===== config.mk =====
export PLATFORM = sky130hd
export DESIGN_NAME = ethiopian_to_gregorian_date_unit
export DESIGN_NICKNAME = d
export VERILOG_FILES = /design/src/rtl/e2g_pkg.sv /design/src/rtl/e2g_mul.sv /design/src/rtl/e2g_seq.sv /design/src/rtl/ethiopian_to_gregorian_date_unit.sv
export SDC_FILE = /design/constraint.sdc
export NUM_CORES = 1
export LEC_CHECK = 0
export BUFFER_PORTS_ARGS = -buffer_cell sky130_fd_sc_hd__buf_4
export CAP_MARGIN = 15
export CORE_UTILIZATION = 64
export DETAILED_ROUTE_END_ITERATION = 8
export GPL_ROUTABILITY_DRIVEN = 0
export PLACE_DENSITY = 0.83
export SETUP_SLACK_MARGIN = 0.3
export SYNTH_ARGS = -nofsm -noshare
export SYNTH_HDL_FRONTEND = slang
export SYNTH_SLANG_ARGS = --single-unit

===== constraint.sdc =====
create_clock -name clk -period 9.6 [get_ports clk]
set_input_delay 0.48 -clock clk [delete_from_list [all_inputs] [get_ports clk]]
set_output_delay 0.48 -clock clk [all_outputs]
set_load 0.01 [all_outputs]

===== src/rtl/e2g_pkg.sv =====
// ----------------------------------------------------------------------------
// e2g_pkg
// Types, constants and small tables shared by the Ethiopian to Gregorian
// date conversion unit.
// ----------------------------------------------------------------------------
`default_nettype none

package e2g_pkg;

	// Field widths
	localparam int EDAY_W   = 5;
	localparam int EMON_W   = 4;
	localparam int EYEAR_W  = 14;
	localparam int GYEAR_W  = 15;   // internal year, holds eth year + 7 or + 8
	localparam int REM_W    = 9;    // day offset inside the Ethiopian year
	localparam int SUM_W    = 11;   // Zeller sum before mod 7
	localparam int IN_W     = 24;
	localparam int OUT_W    = 32;

	// Shared multiplier operands
	localparam int MUL_A_W  = 15;
	localparam int MUL_B_W  = 13;
	localparam int MUL_P_W  = MUL_A_W + MUL_B_W;

	// Reciprocal constants: floor(x/100) = (x*5243)>>19 for x < 2^15,
	// floor(x/7) = (x*2341)>>14 for x < 2^11
	localparam logic [MUL_B_W-1:0] RECIP100    = 13'd5243;
	localparam int                 RECIP100_SH = 19;
	localparam logic [MUL_B_W-1:0] RECIP7      = 13'd2341;
	localparam int                 RECIP7_SH   = 14;

	localparam logic [EMON_W-1:0] MON_JAN   = 4'd1;
	localparam logic [EMON_W-1:0] MON_FEB   = 4'd2;
	localparam logic [EMON_W-1:0] MON_MAR   = 4'd3;
	localparam logic [EMON_W-1:0] MON_SEP   = 4'd9;
	localparam logic [EMON_W-1:0] MON_DEC   = 4'd12;
	localparam logic [EMON_W-1:0] MON_PAGUME = 4'd13;

	// Sequencer states
	typedef enum logic [3:0] {
		ST_IDLE,
		ST_LEAP_MUL,
		ST_LEAP_CHK,
		ST_WALK,
		ST_ZDIV,
		ST_ZSUM,
		ST_ZMOD,
		ST_ZFIN,
		ST_DONE
	} state_t;

	// Multiplier operand select
	typedef enum logic [1:0] {
		MSEL_YEAR_NEXT,
		MSEL_YEAR_Z,
		MSEL_SUM
	} mul_sel_t;

	// Sequencer to datapath controls
	typedef struct packed {
		logic     in_ready;
		logic     ld_leap;
		logic     walk;
		logic     ld_sum;
		logic     ld_wd;
		logic     out_load;
		mul_sel_t mul_sel;
	} ctrl_t;

	// Datapath to sequencer status
	typedef struct packed {
		logic in_valid;
		logic date_ok;
		logic walk_last;
		logic out_free;
	} stat_t;

	// Gregorian month length
	function automatic logic [4:0] greg_month_len(input logic [EMON_W-1:0] m,
			input logic leap);
		logic [4:0] len;
		begin
			case (m)
				MON_FEB: len = leap ? 5'd29 : 5'd28;
				4'd4, 4'd6, 4'd9, 4'd11: len = 5'd30;
				default: len = 5'd31;
			endcase
			return len;
		end
	endfunction

	// Zeller month term floor(13*(m+1)/5), m in 3..14
	function automatic logic [5:0] zeller_mterm(input logic [EMON_W-1:0] m);
		logic [5:0] t;
		begin
			case (m)
				4'd3:    t = 6'd10;
				4'd4:    t = 6'd13;
				4'd5:    t = 6'd15;
				4'd6:    t = 6'd18;
				4'd7:    t = 6'd20;
				4'd8:    t = 6'd23;
				4'd9:    t = 6'd26;
				4'd10:   t = 6'd28;
				4'd11:   t = 6'd31;
				4'd12:   t = 6'd33;
				4'd13:   t = 6'd36;
				4'd14:   t = 6'd39;
				default: t = 6'd0;
			endcase
			return t;
		end
	endfunction

endpackage

`default_nettype wire


===== src/rtl/e2g_mul.sv =====
// ----------------------------------------------------------------------------
// e2g_mul
// Shared reciprocal multiplier, product registered. Serves the /100 for the
// leap check and for Zeller, and the mod 7 of the weekday.
// ----------------------------------------------------------------------------
`default_nettype none

module e2g_mul (
	input  wire                              clk,
	input  wire  [e2g_pkg::MUL_A_W-1:0]      a,
	input  wire  [e2g_pkg::MUL_B_W-1:0]      b,
	output logic [e2g_pkg::MUL_P_W-1:0]      p
);
	import e2g_pkg::*;

	logic [MUL_P_W-1:0] prod_q;

	// One multiply per cycle
	always_ff @(posedge clk) begin
		prod_q <= MUL_P_W'(a) * MUL_P_W'(b);
	end

	assign p = prod_q;

endmodule

`default_nettype wire


===== src/rtl/e2g_seq.sv =====
// ----------------------------------------------------------------------------
// e2g_seq
// Sequencer: leap check, month walk, Zeller weekday and result handoff.
// ----------------------------------------------------------------------------
`default_nettype none

module e2g_seq (
	input  wire             clk,
	input  wire             arst_n,
	input  wire e2g_pkg::stat_t stat,
	output e2g_pkg::ctrl_t  ctrl
);
	import e2g_pkg::*;

	state_t state_q;
	state_t state_d;

	always_ff @(posedge clk or negedge arst_n) begin
		if (!arst_n) begin
			state_q <= ST_IDLE;
		end else begin
			state_q <= state_d;
		end
	end

	// Next state
	always_comb begin
		state_d = state_q;
		case (state_q)
			ST_IDLE: begin
				if (stat.in_valid) begin
					state_d = stat.date_ok ? ST_LEAP_MUL : ST_DONE;
				end
			end
			ST_LEAP_MUL: state_d = ST_LEAP_CHK;
			ST_LEAP_CHK: state_d = ST_WALK;
			ST_WALK: begin
				if (stat.walk_last) begin
					state_d = ST_ZDIV;
				end
			end
			ST_ZDIV: state_d = ST_ZSUM;
			ST_ZSUM: state_d = ST_ZMOD;
			ST_ZMOD: state_d = ST_ZFIN;
			ST_ZFIN: state_d = ST_DONE;
			ST_DONE: begin
				if (stat.out_free) begin
					state_d = ST_IDLE;
				end
			end
			default: state_d = ST_IDLE;
		endcase
	end

	// Outputs
	always_comb begin
		ctrl = '0;
		ctrl.mul_sel = MSEL_YEAR_NEXT;
		case (state_q)
			ST_IDLE:     ctrl.in_ready = 1'b1;
			ST_LEAP_MUL: ctrl.mul_sel = MSEL_YEAR_NEXT;
			ST_LEAP_CHK: ctrl.ld_leap = 1'b1;
			ST_WALK:     ctrl.walk = 1'b1;
			ST_ZDIV:     ctrl.mul_sel = MSEL_YEAR_Z;
			ST_ZSUM:     ctrl.ld_sum = 1'b1;
			ST_ZMOD:     ctrl.mul_sel = MSEL_SUM;
			ST_ZFIN:     ctrl.ld_wd = 1'b1;
			ST_DONE:     ctrl.out_load = stat.out_free;
			default:     ctrl = '0;
		endcase
	end

endmodule

`default_nettype wire


===== src/rtl/ethiopian_to_gregorian_date_unit.sv =====
// ----------------------------------------------------------------------------
// ethiopian_to_gregorian_date_unit
// Checks an Ethiopian date and converts it to a Gregorian date, weekday and
// Ethiopian leap flag. One item at a time.
// ----------------------------------------------------------------------------
// Sequence: a valid date passes the leap check, then the month walk, one step
//   per Gregorian month walked from the new year date, then the Zeller states,
//   then ST_DONE; an invalid date goes straight to ST_DONE. ST_DONE waits for
//   a free output register; a new item is taken once the result is registered.
// Reset: arst_n clears the sequencer and the output valid; payload is not reset.
`default_nettype none

module ethiopian_to_gregorian_date_unit (
	input  wire         clk,
	input  wire         arst_n,
	// Input: [4:0] eth_day_in, [8:5] eth_month_in, [22:9] eth_year_in
	input  wire         s_tvalid,
	output logic        s_tready,
	input  wire  [23:0] s_tdata,
	// Output: [4:0] greg_day_out, [8:5] greg_month_out, [22:9] greg_year_out,
	//         [25:23] weekday_out, [26] eth_leap_out
	output logic        m_tvalid,
	input  wire         m_tready,
	output logic [31:0] m_tdata,
	// Output user: [0] date_valid
	output logic        m_tuser
);
	import e2g_pkg::*;

	ctrl_t ctrl;
	stat_t stat;

	logic [MUL_A_W-1:0] mul_a;
	logic [MUL_B_W-1:0] mul_b;
	logic [MUL_P_W-1:0] mul_p;

	// Input fields
	logic [EDAY_W-1:0]  eday;
	logic [EMON_W-1:0]  emon;
	logic [EYEAR_W-1:0] eyear;
	logic               eleap;
	logic [4:0]         emlen;
	logic               date_ok;
	logic [REM_W-1:0]   emon_m1;
	logic [REM_W-1:0]   offset;

	// Working registers
	logic               valid_q;
	logic               eleap_q;
	logic [GYEAR_W-1:0] gy_q;
	logic [EMON_W-1:0]  gm_q;
	logic [EDAY_W-1:0]  gd_q;
	logic [REM_W-1:0]   rem_q;
	logic               glp_q;
	logic [SUM_W-1:0]   sum_q;
	logic [2:0]         wd_q;

	// Output register
	logic               out_vld_q;
	logic               out_ok_q;
	logic [31:0]        out_data_q;

	assign eday  = s_tdata[4:0];
	assign emon  = s_tdata[8:5];
	assign eyear = s_tdata[22:9];
	assign eleap = (eyear[1:0] == 2'b11);

	// Date check
	always_comb begin
		if (emon >= MON_JAN && emon <= MON_DEC) begin
			emlen = 5'd30;
		end else if (emon == MON_PAGUME) begin
			emlen = eleap ? 5'd6 : 5'd5;
		end else begin
			emlen = 5'd0;
		end
	end
	assign date_ok = (emlen != 5'd0) && (eday != 5'd0) && (eday <= emlen);

	// Day offset: (month-1)*30 + day-1
	assign emon_m1 = REM_W'(emon) - REM_W'(1);
	assign offset  = (emon_m1 << 5) - (emon_m1 << 1) + REM_W'(eday) - REM_W'(1);

	assign s_tready = ctrl.in_ready;

	assign stat.in_valid = s_tvalid;
	assign stat.date_ok  = date_ok;
	assign stat.out_free = !out_vld_q || m_tready;

	e2g_seq u_seq (
		.clk    (clk),
		.arst_n (arst_n),
		.stat   (stat),
		.ctrl   (ctrl)
	);

	// Leap check of the following Gregorian year
	logic [GYEAR_W-1:0] gy_next;
	logic [8:0]         lq;
	logic [GYEAR_W-1:0] lq100;
	logic [6:0]         lr;
	logic               glp;

	assign gy_next = gy_q + GYEAR_W'(1);
	assign lq      = mul_p[RECIP100_SH +: 9];
	assign lq100   = GYEAR_W'(lq) * GYEAR_W'(100);
	assign lr      = 7'(gy_next - lq100);
	assign glp     = (gy_next[1:0] == 2'b00) && ((lr != 7'd0) || (lq[1:0] == 2'b00));

	// Month walk step
	logic [4:0]       mlen;
	logic [4:0]       room;
	logic             walk_last;

	assign mlen      = greg_month_len(gm_q, glp_q);
	assign room      = mlen - gd_q;
	assign walk_last = (rem_q <= REM_W'(room));
	assign stat.walk_last = walk_last;

	// Zeller operands
	logic               early;
	logic [GYEAR_W-1:0] yz;
	logic [EMON_W-1:0]  mz;
	logic [8:0]         zj;
	logic [GYEAR_W-1:0] zj100;
	logic [6:0]         zk;
	logic [SUM_W-1:0]   zsum;

	assign early = (gm_q < MON_MAR);
	assign yz    = early ? gy_q - GYEAR_W'(1) : gy_q;
	assign mz    = early ? gm_q + EMON_W'(12) : gm_q;
	assign zj    = mul_p[RECIP100_SH +: 9];
	assign zj100 = GYEAR_W'(zj) * GYEAR_W'(100);
	assign zk    = 7'(yz - zj100);
	assign zsum  = SUM_W'(gd_q) + SUM_W'(zeller_mterm(mz)) + SUM_W'(zk)
	             + SUM_W'(zk >> 2) + SUM_W'(zj >> 2) + SUM_W'(zj) * SUM_W'(5);

	// Weekday from the sum mod 7
	logic [SUM_W-1:0] q7;
	logic [2:0]       r7;

	assign q7 = mul_p[RECIP7_SH +: SUM_W];
	assign r7 = 3'(sum_q - q7 * SUM_W'(7));

	// Shared multiplier operand select
	always_comb begin
		case (ctrl.mul_sel)
			MSEL_YEAR_NEXT: begin
				mul_a = gy_next;
				mul_b = RECIP100;
			end
			MSEL_YEAR_Z: begin
				mul_a = yz;
				mul_b = RECIP100;
			end
			MSEL_SUM: begin
				mul_a = MUL_A_W'(sum_q);
				mul_b = RECIP7;
			end
			default: begin
				mul_a = gy_next;
				mul_b = RECIP100;
			end
		endcase
	end

	e2g_mul u_mul (
		.clk (clk),
		.a   (mul_a),
		.b   (mul_b),
		.p   (mul_p)
	);

	// Working datapath
	always_ff @(posedge clk) begin
		if (ctrl.in_ready && s_tvalid) begin
			valid_q <= date_ok;
			eleap_q <= eleap;
			gy_q    <= GYEAR_W'(eyear) + GYEAR_W'(7);
			gm_q    <= MON_SEP;
			rem_q   <= offset;
			wd_q    <= 3'd0;
		end
		if (ctrl.ld_leap) begin
			glp_q <= glp;
			gd_q  <= glp ? 5'd12 : 5'd11;
		end
		if (ctrl.walk) begin
			if (walk_last) begin
				gd_q  <= gd_q + rem_q[4:0];
				rem_q <= '0;
			end else begin
				rem_q <= rem_q - REM_W'(room) - REM_W'(1);
				gd_q  <= 5'd1;
				if (gm_q == MON_DEC) begin
					gm_q <= MON_JAN;
					gy_q <= gy_q + GYEAR_W'(1);
				end else begin
					gm_q <= gm_q + EMON_W'(1);
				end
			end
		end
		if (ctrl.ld_sum) begin
			sum_q <= zsum;
		end
		if (ctrl.ld_wd) begin
			wd_q <= (r7 == 3'd0) ? 3'd6 : r7 - 3'd1;
		end
	end

	// Output register control
	always_ff @(posedge clk or negedge arst_n) begin
		if (!arst_n) begin
			out_vld_q <= 1'b0;
		end else if (ctrl.out_load) begin
			out_vld_q <= 1'b1;
		end else if (m_tready) begin
			out_vld_q <= 1'b0;
		end
	end

	// Output payload
	always_ff @(posedge clk) begin
		if (ctrl.out_load) begin
			out_ok_q <= valid_q;
			if (valid_q) begin
				out_data_q <= {5'd0, eleap_q, wd_q, gy_q[EYEAR_W-1:0], gm_q, gd_q};
			end else begin
				out_data_q <= {5'd0, eleap_q, 26'd0};
			end
		end
	end

	assign m_tvalid = out_vld_q;
	assign m_tdata  = out_data_q;
	assign m_tuser  = out_ok_q;

	// Checks
	a_take_one: assert property (@(posedge clk) disable iff (!arst_n)
		s_tvalid && s_tready |=> !s_tready)
		else $error("input taken on two cycles in a row");

	a_invalid_zero: assert property (@(posedge clk) disable iff (!arst_n)
		m_tvalid && !m_tuser |-> m_tdata[25:0] == 26'd0)
		else $error("invalid date with nonzero date fields");

	a_valid_range: assert property (@(posedge clk) disable iff (!arst_n)
		m_tvalid && m_tuser |-> m_tdata[8:5] != 4'd0 && m_tdata[8:5] <= MON_DEC
			&& m_tdata[4:0] != 5'd0 && m_tdata[25:23] != 3'd7)
		else $error("converted date out of range");

	a_walk_day: assert property (@(posedge clk) disable iff (!arst_n)
		ctrl.walk |-> gd_q <= mlen && gd_q != 5'd0)
		else $error("month walk day beyond month length");

endmodule

`default_nettype wire

-- Word-level counts from Yosys, hierarchy flattened
Memories as Yosys holds them, arrays and structs flattened.
Cells that the tools add are included.
- add/subtract/negate cells: 22
- multiply operators: 4
- $lt $le $gt $ge: 5
- eq/ne operators: 21
- muxes and demuxes: 41
- reductions and logical operators: 21
- operator list (operator ; count):
    $mux W15 ; 5
    $mux W4 ; 9
    $pmux W4 S9 ; 1
    $pmux W15 S2 ; 1
    $mul A15 B13 Y28 ; 1
    $mux W9 ; 3
    $eq A4 B3 Y1 const B ; 6
    $eq A4 B4 Y1 const B ; 5
    $mux W5 ; 4
    $sub A9 B1 Y9 const B ; 2
    $add A14 B3 Y15 const B ; 1
    $add A15 B1 Y15 const B ; 1
    $mux W3 ; 5
    $sub A15 B1 Y15 const B ; 1
    $sub A7 B7 Y7 ; 2
    $mux W13 ; 1
    $eq A4 B2 Y1 const B ; 3
    $add A10 B11 Y11 ; 1
    $mul A11 B3 Y3 const B ; 1
    $mul A9 B3 Y11 const B ; 1
    $add A9 B7 Y10 ; 1
    $reduce_bool A5 Y1 ; 2
    $add A8 B5 Y9 ; 1
    $add A9 B5 Y9 ; 1
    35 further kinds ; 55
- register bits: 116
- ROM bits: 96
- logic and storage cells: 130
- memories kept: 1
- memory list (name ; words ; bits a word ; rd ports ; clocked after memory_dff ; wr ports ; line ; text):
    (no name shown) ; 16 ; 6 ; 1 ; 0 ; 0 ; e2g_pkg.sv:96 ; case (m)

-- Logic depth before layout (Yosys ltp)
- word-level depth: 10
- mapped depth: 31

-- Modules after synthesis
From an unflattened synthesis, not the netlist that was laid out.
- cells, all modules: 1611
- area total of the unflattened synthesis: 14689.1 µm²
- modules (own cells, without submodules) (module ; instances ; cells an instance ; area each (µm²) ; sequential area each (µm²)):
    ethiopian_to_gregorian_date_unit ; 1 ; 768 ; 7358.3 ; 2177.1
    e2g_mul ; 1 ; 808 ; 7024.2 ; 560.5
    e2g_seq ; 1 ; 35 ; 306.5 ; 100.1

-- Worst setup path after synthesis
OpenSTA, ideal clock, no wires.
- kind: reg2reg
- start: reg gm_q[2]
- end: reg u_mul.prod_q[27], in the netlist u_mul.p[27]
- setup time: 0.062 ns
- arrival time: 7.045 ns
- required time: 9.538 ns
- setup slack: 2.493 ns
- stages on the path, launching flop included: 30
- clock period less this slack: 7.107 ns
- cell sequence: dfxtp_1 clkbuf_1 inv_1 ha_1 nor3b_1 nand4b_1 or3_4 a221o_1 a22oi_2 inv_2 nand2_1 inv_1 fa_1 inv_1 fa_1 inv_1 fa_1 fa_1 inv_1 fa_1 inv_1 ha_1 a21oi_1 o21ai_0 o21ba_2 o21a_1 o21a_1 o21ai_0 or4_1 nand3_1
- word-level cells in the longest chain between the ends: 4
- RTL lines (element ; line ; text):
    from (decl) ; ethiopian_to_gregorian_date_unit.sv:51 ; logic [EMON_W-1:0] gm_q;
    from (signal assigned) ; ethiopian_to_gregorian_date_unit.sv:199 ; gm_q <= gm_q + EMON_W'(1);
    $lt A4 B2 Y1 ; ethiopian_to_gregorian_date_unit.sv:129 ; assign early = (gm_q < MON_MAR);
    $mux W15 ; ethiopian_to_gregorian_date_unit.sv:130 ; assign yz = early ? gy_q - GYEAR_W'(1) : gy_q;
    $pmux W15 S2 ; ethiopian_to_gregorian_date_unit.sv:147 ; case (ctrl.mul_sel)
    $mul A15 B13 Y28 ; e2g_mul.sv:20 ; prod_q <= MUL_P_W'(a) * MUL_P_W'(b);
    to (signal assigned) ; e2g_mul.sv:20 ;
    to (decl) ; e2g_mul.sv:16 ; logic [MUL_P_W-1:0] prod_q;
Every way passes these cells.
A chain may end at the register's enable or synchronous reset.

-- Worst setup path in the final report
- start: reg u_seq.state_q[3]
- end: reg u_mul.prod_q[27], in the netlist u_mul.p[27]
- word-level cells in the longest chain between the ends: 5
- RTL lines (element ; line ; text):
    from (decl) ; e2g_seq.sv:15 ; state_t state_q;
    from (signal assigned) ; e2g_seq.sv:22 ; state_q <= state_d;
    $eq A4 B3 Y1 ; e2g_seq.sv:59 ; case (state_q)
    $pmux W2 S2 (*) ; e2g_seq.sv:59 ;
    $eq A2 B2 Y1 or $eq A2 B1 Y1 (tied branches) ; ethiopian_to_gregorian_date_unit.sv:147 ;
    $pmux W15 S2 or $mux W13 (tied branches) ; ethiopian_to_gregorian_date_unit.sv:147 ;
    $mul A15 B13 Y28 (*) ; e2g_mul.sv:20 ;
Mark *: on every way between the ends. The rest lies on a longest branch, timed or not.

==> results.json <==
{
  "setup_viol": 0,
  "status": "complete, but fails checks",
  "drive_above_1_share_pct": 7.963,
  "synth_top_cells_by_count": "242 x inv_1, 178 x ha_1, 120 x fa_1",
  "fin_ws_ps": 1408,
  "rsz0062_at_grt": "no",
  "cts.sinks": 95,
  "crit_fanout": 18,
  "hold_depth": 2,
  "core_region_area_mm2": 0.01809,
  "post_cts_buffers": 0,
  "synth.largest_area_cell": "fa_1",
  "die_area_mm2": 0.01914,
  "drc": 6,
  "min_period_ps": 8192,
  "vias": 8733,
  "worst_pin_slew_ps": 1033,
  "r2r_cells": 26,
  "synth_compound_area_share_pct": 10.89,
  "fin_setup_tns_ps": 0,
  "antenna_left": 0,
  "layoutNonFillerInstCount": 1535,
  "numCtsBuffers": 9,
  "cts_root_buf": "clkbuf_16",
  "drt_iter0_markers": 466,
  "yosysMostFrequentCell": "inv_1",
  "synth.avg_cell_area_um2": 9.337,
  "worstPathRequired_ps": 9900,
  "synth-edff-count": 59,
  "cts_tree": "built",
  "synth_top_area_share_pct": 20.20,
  "min_path_type": "input port to flip-flop",
  "first_global_vias": 9237,
  "cap_violations": 0,
  "synth-adder-area-share_pct": 38.92,
  "grt_antenna_before_repair": 0,
  "finClkSkew_ps": 8.400,
  "cp-end-kind": "flip-flop",
  "grt_pass1_wl_mm": 43.12,
  "maxSlewViolCount": 0,
  "start_kind": "flip-flop",
  "overflow": 0,
  "grt_max_degree": 31,
  "synth-xor-area-share_pct": 7.174,
  "die_x_um": 138.3,
  "relSlewSlack_pct": 30.89,
  "yosys.area_share.simple_pct": 11.70,
  "port_buffers": 56,
  "synthDistinctLibCells": 72,
  "synth_area_leaders": "fa_1 20%, ha_1 19%, edfxtp_1 15%",
  "ys_ff_latch": 95,
  "via_per_inst": 5.689,
  "netlist_area_mm2": 0.01190,
  "synthMuxAreaShare_pct": 0.4313,
  "syn_inst": 1274,
  "initial_core_util_pct": 65.77,
  "fin_nets": 1627,
  "fmax_mhz": 122.1,
  "synthFlopType": "edfxtp_1",
  "hold_viol_final": 0,
  "clk_pin_slew_ps": 70,
  "dp.cells": 1518,
  "row_count": 49,
  "syn_to_final_growth_pct": 7.121,
  "crit_arrival_ps": 8490,
  "wl_per_cell_um": 16.49,
  "n_antenna_cell": 0,
  "postLayoutCoreUtil_pct": 70.45,
  "clock_latency_ps": 360,
  "wl_mm": 25.32,
  "dr.pass1.iters": 7,
  "synth_top_family_by_area": "adder cells",
  "htreeDepth": 3,
  "violations": "design-rule violations",
  "ios": 63,
  "layout_worst_path_cycle_share_pct": 85.34,
  "pre_cts_ws_ps": 1490,
  "clockBufferDepth": 2,
  "yosys_warnings": 0,
  "yosysSeqAreaShare_pct": 21.16,
  "place_hpwl_mm": 21.20,
  "die_y_um": 138.3,
  "critical_path_class": "flip-flop to flip-flop",
  "async_flop_share_pct": 5.263,
  "grtUsageTotal_pct": 28.18
}
metrics by stage:
step / hold slack (ps) / instance area, um2
final: 336.2 / 12740
after global placement: 284.0 / 12450
after floorplan: 184.4 / 11920
after global routing: 331.9 / 12740
after CTS: 327.9 / 12740
after detailed placement: 283.7 / 12450
metal layers:
metal	vias up	share of wire, %	track usage (%)
met4	0	2.6	10.23
met2	186	52	51.80
met1	4279	42	33.74
li1	4223	-	-
met5	-	0	0
met3	45	3.4	3.533
state kept, by name, indices dropped and copies added (netlist names):
name           cells
m_tdata           27
gd_q               5
glp_q              1
gy_q              15
m_tvalid           1
valid_q            1
sum_q             11
eleap_q            1
rem_q              9
u_mul.p           12
wd_q               3
gm_q               4
u_seq.state_q      4
m_tuser            1
critical path, cell delays in order (launching register included):
cell and delay (ps):
dfrtp_1 490, nand2b_1 200, or2_2 350, ha_1 710
inv_1 340, nand2_1 260, nor2_1 60, a21oi_1 120
nor2_1 70, a221oi_1 560, nand2b_1 250, o21ai_0 120
ha_1 360, fa_1 530, fa_1 540, fa_1 550
inv_1 70, fa_1 560, inv_1 50, ha_1 300
a21oi_1 120, o21ai_0 180, a221oi_1 310, o21a_1 220
o21ai_0 180, or4_1 510, nand3_1 90
cell type report:
class	instances	area, um2
well taps	229	286.5
clock inverters	7	60.06
flip-flops and latches	95	2517
multi-input cells	886	8254
clock buffers	9	225.2
repair buffers	63	475.5
inverters	246	923.4
fillers	1345	5344
path summary, 6_finish.rpt:
kind,slack [ps],end,start
setup / recovery,1410,u_mul.p[27]$_DFF_P_,u_seq.state_q[3]$_DFFE_PN0P_
hold / removal,340,m_tvalid$_DFFE_PN0P_,m_tready
setup reg to reg,1410,u_mul.p[27]$_DFF_P_,u_seq.state_q[3]$_DFFE_PN0P_
hold reg to reg,430,m_tdata[26]$_DFFE_PP_,eleap_q$_DFFE_PP_
max in group asynchronous,9040,u_seq.state_q[1]$_DFFE_PN0P_,arst_n
min in group asynchronous,460,m_tvalid$_DFFE_PN0P_,arst_n
cell usage in the layout (no fill, tap or decap), types with 10 or more instances in the layout:
cell and n:
ha_1 178, and2_1 29, xnor2_1 56, edfxtp_1 59
inv_1 242, nand2_1 72, a21oi_1 65, a21o_1 18
o21ai_0 56, nor3_1 15, buf_4 62, xor2_1 37
nand2b_1 10, fa_1 120, nor2_1 57, nand3_1 27
dfxtp_1 31
cell families (layout without fill, tap and decap cells):
group,count (synthesis),after routing
AND/OR/NAND/NOR,274,274
adder cells (fa/ha/maj),298,298
flip-flops,95,95
XOR/XNOR,95,95
multiplexers,5,5
buffers and inverters,299,325
AO/OA/AOI/OAI,206,206
other,2,8
repair_timing:
item                                    4_1_cts  5_1_grt
endpoints found under the hold margin         5        0
resized for setup                             0        0
hold buffers                                  1        0
endpoints found under the setup margin        0        0
Power is not shown: default switching activity piles up to over one toggle a cycle in this logic, so the estimate is an artifact.
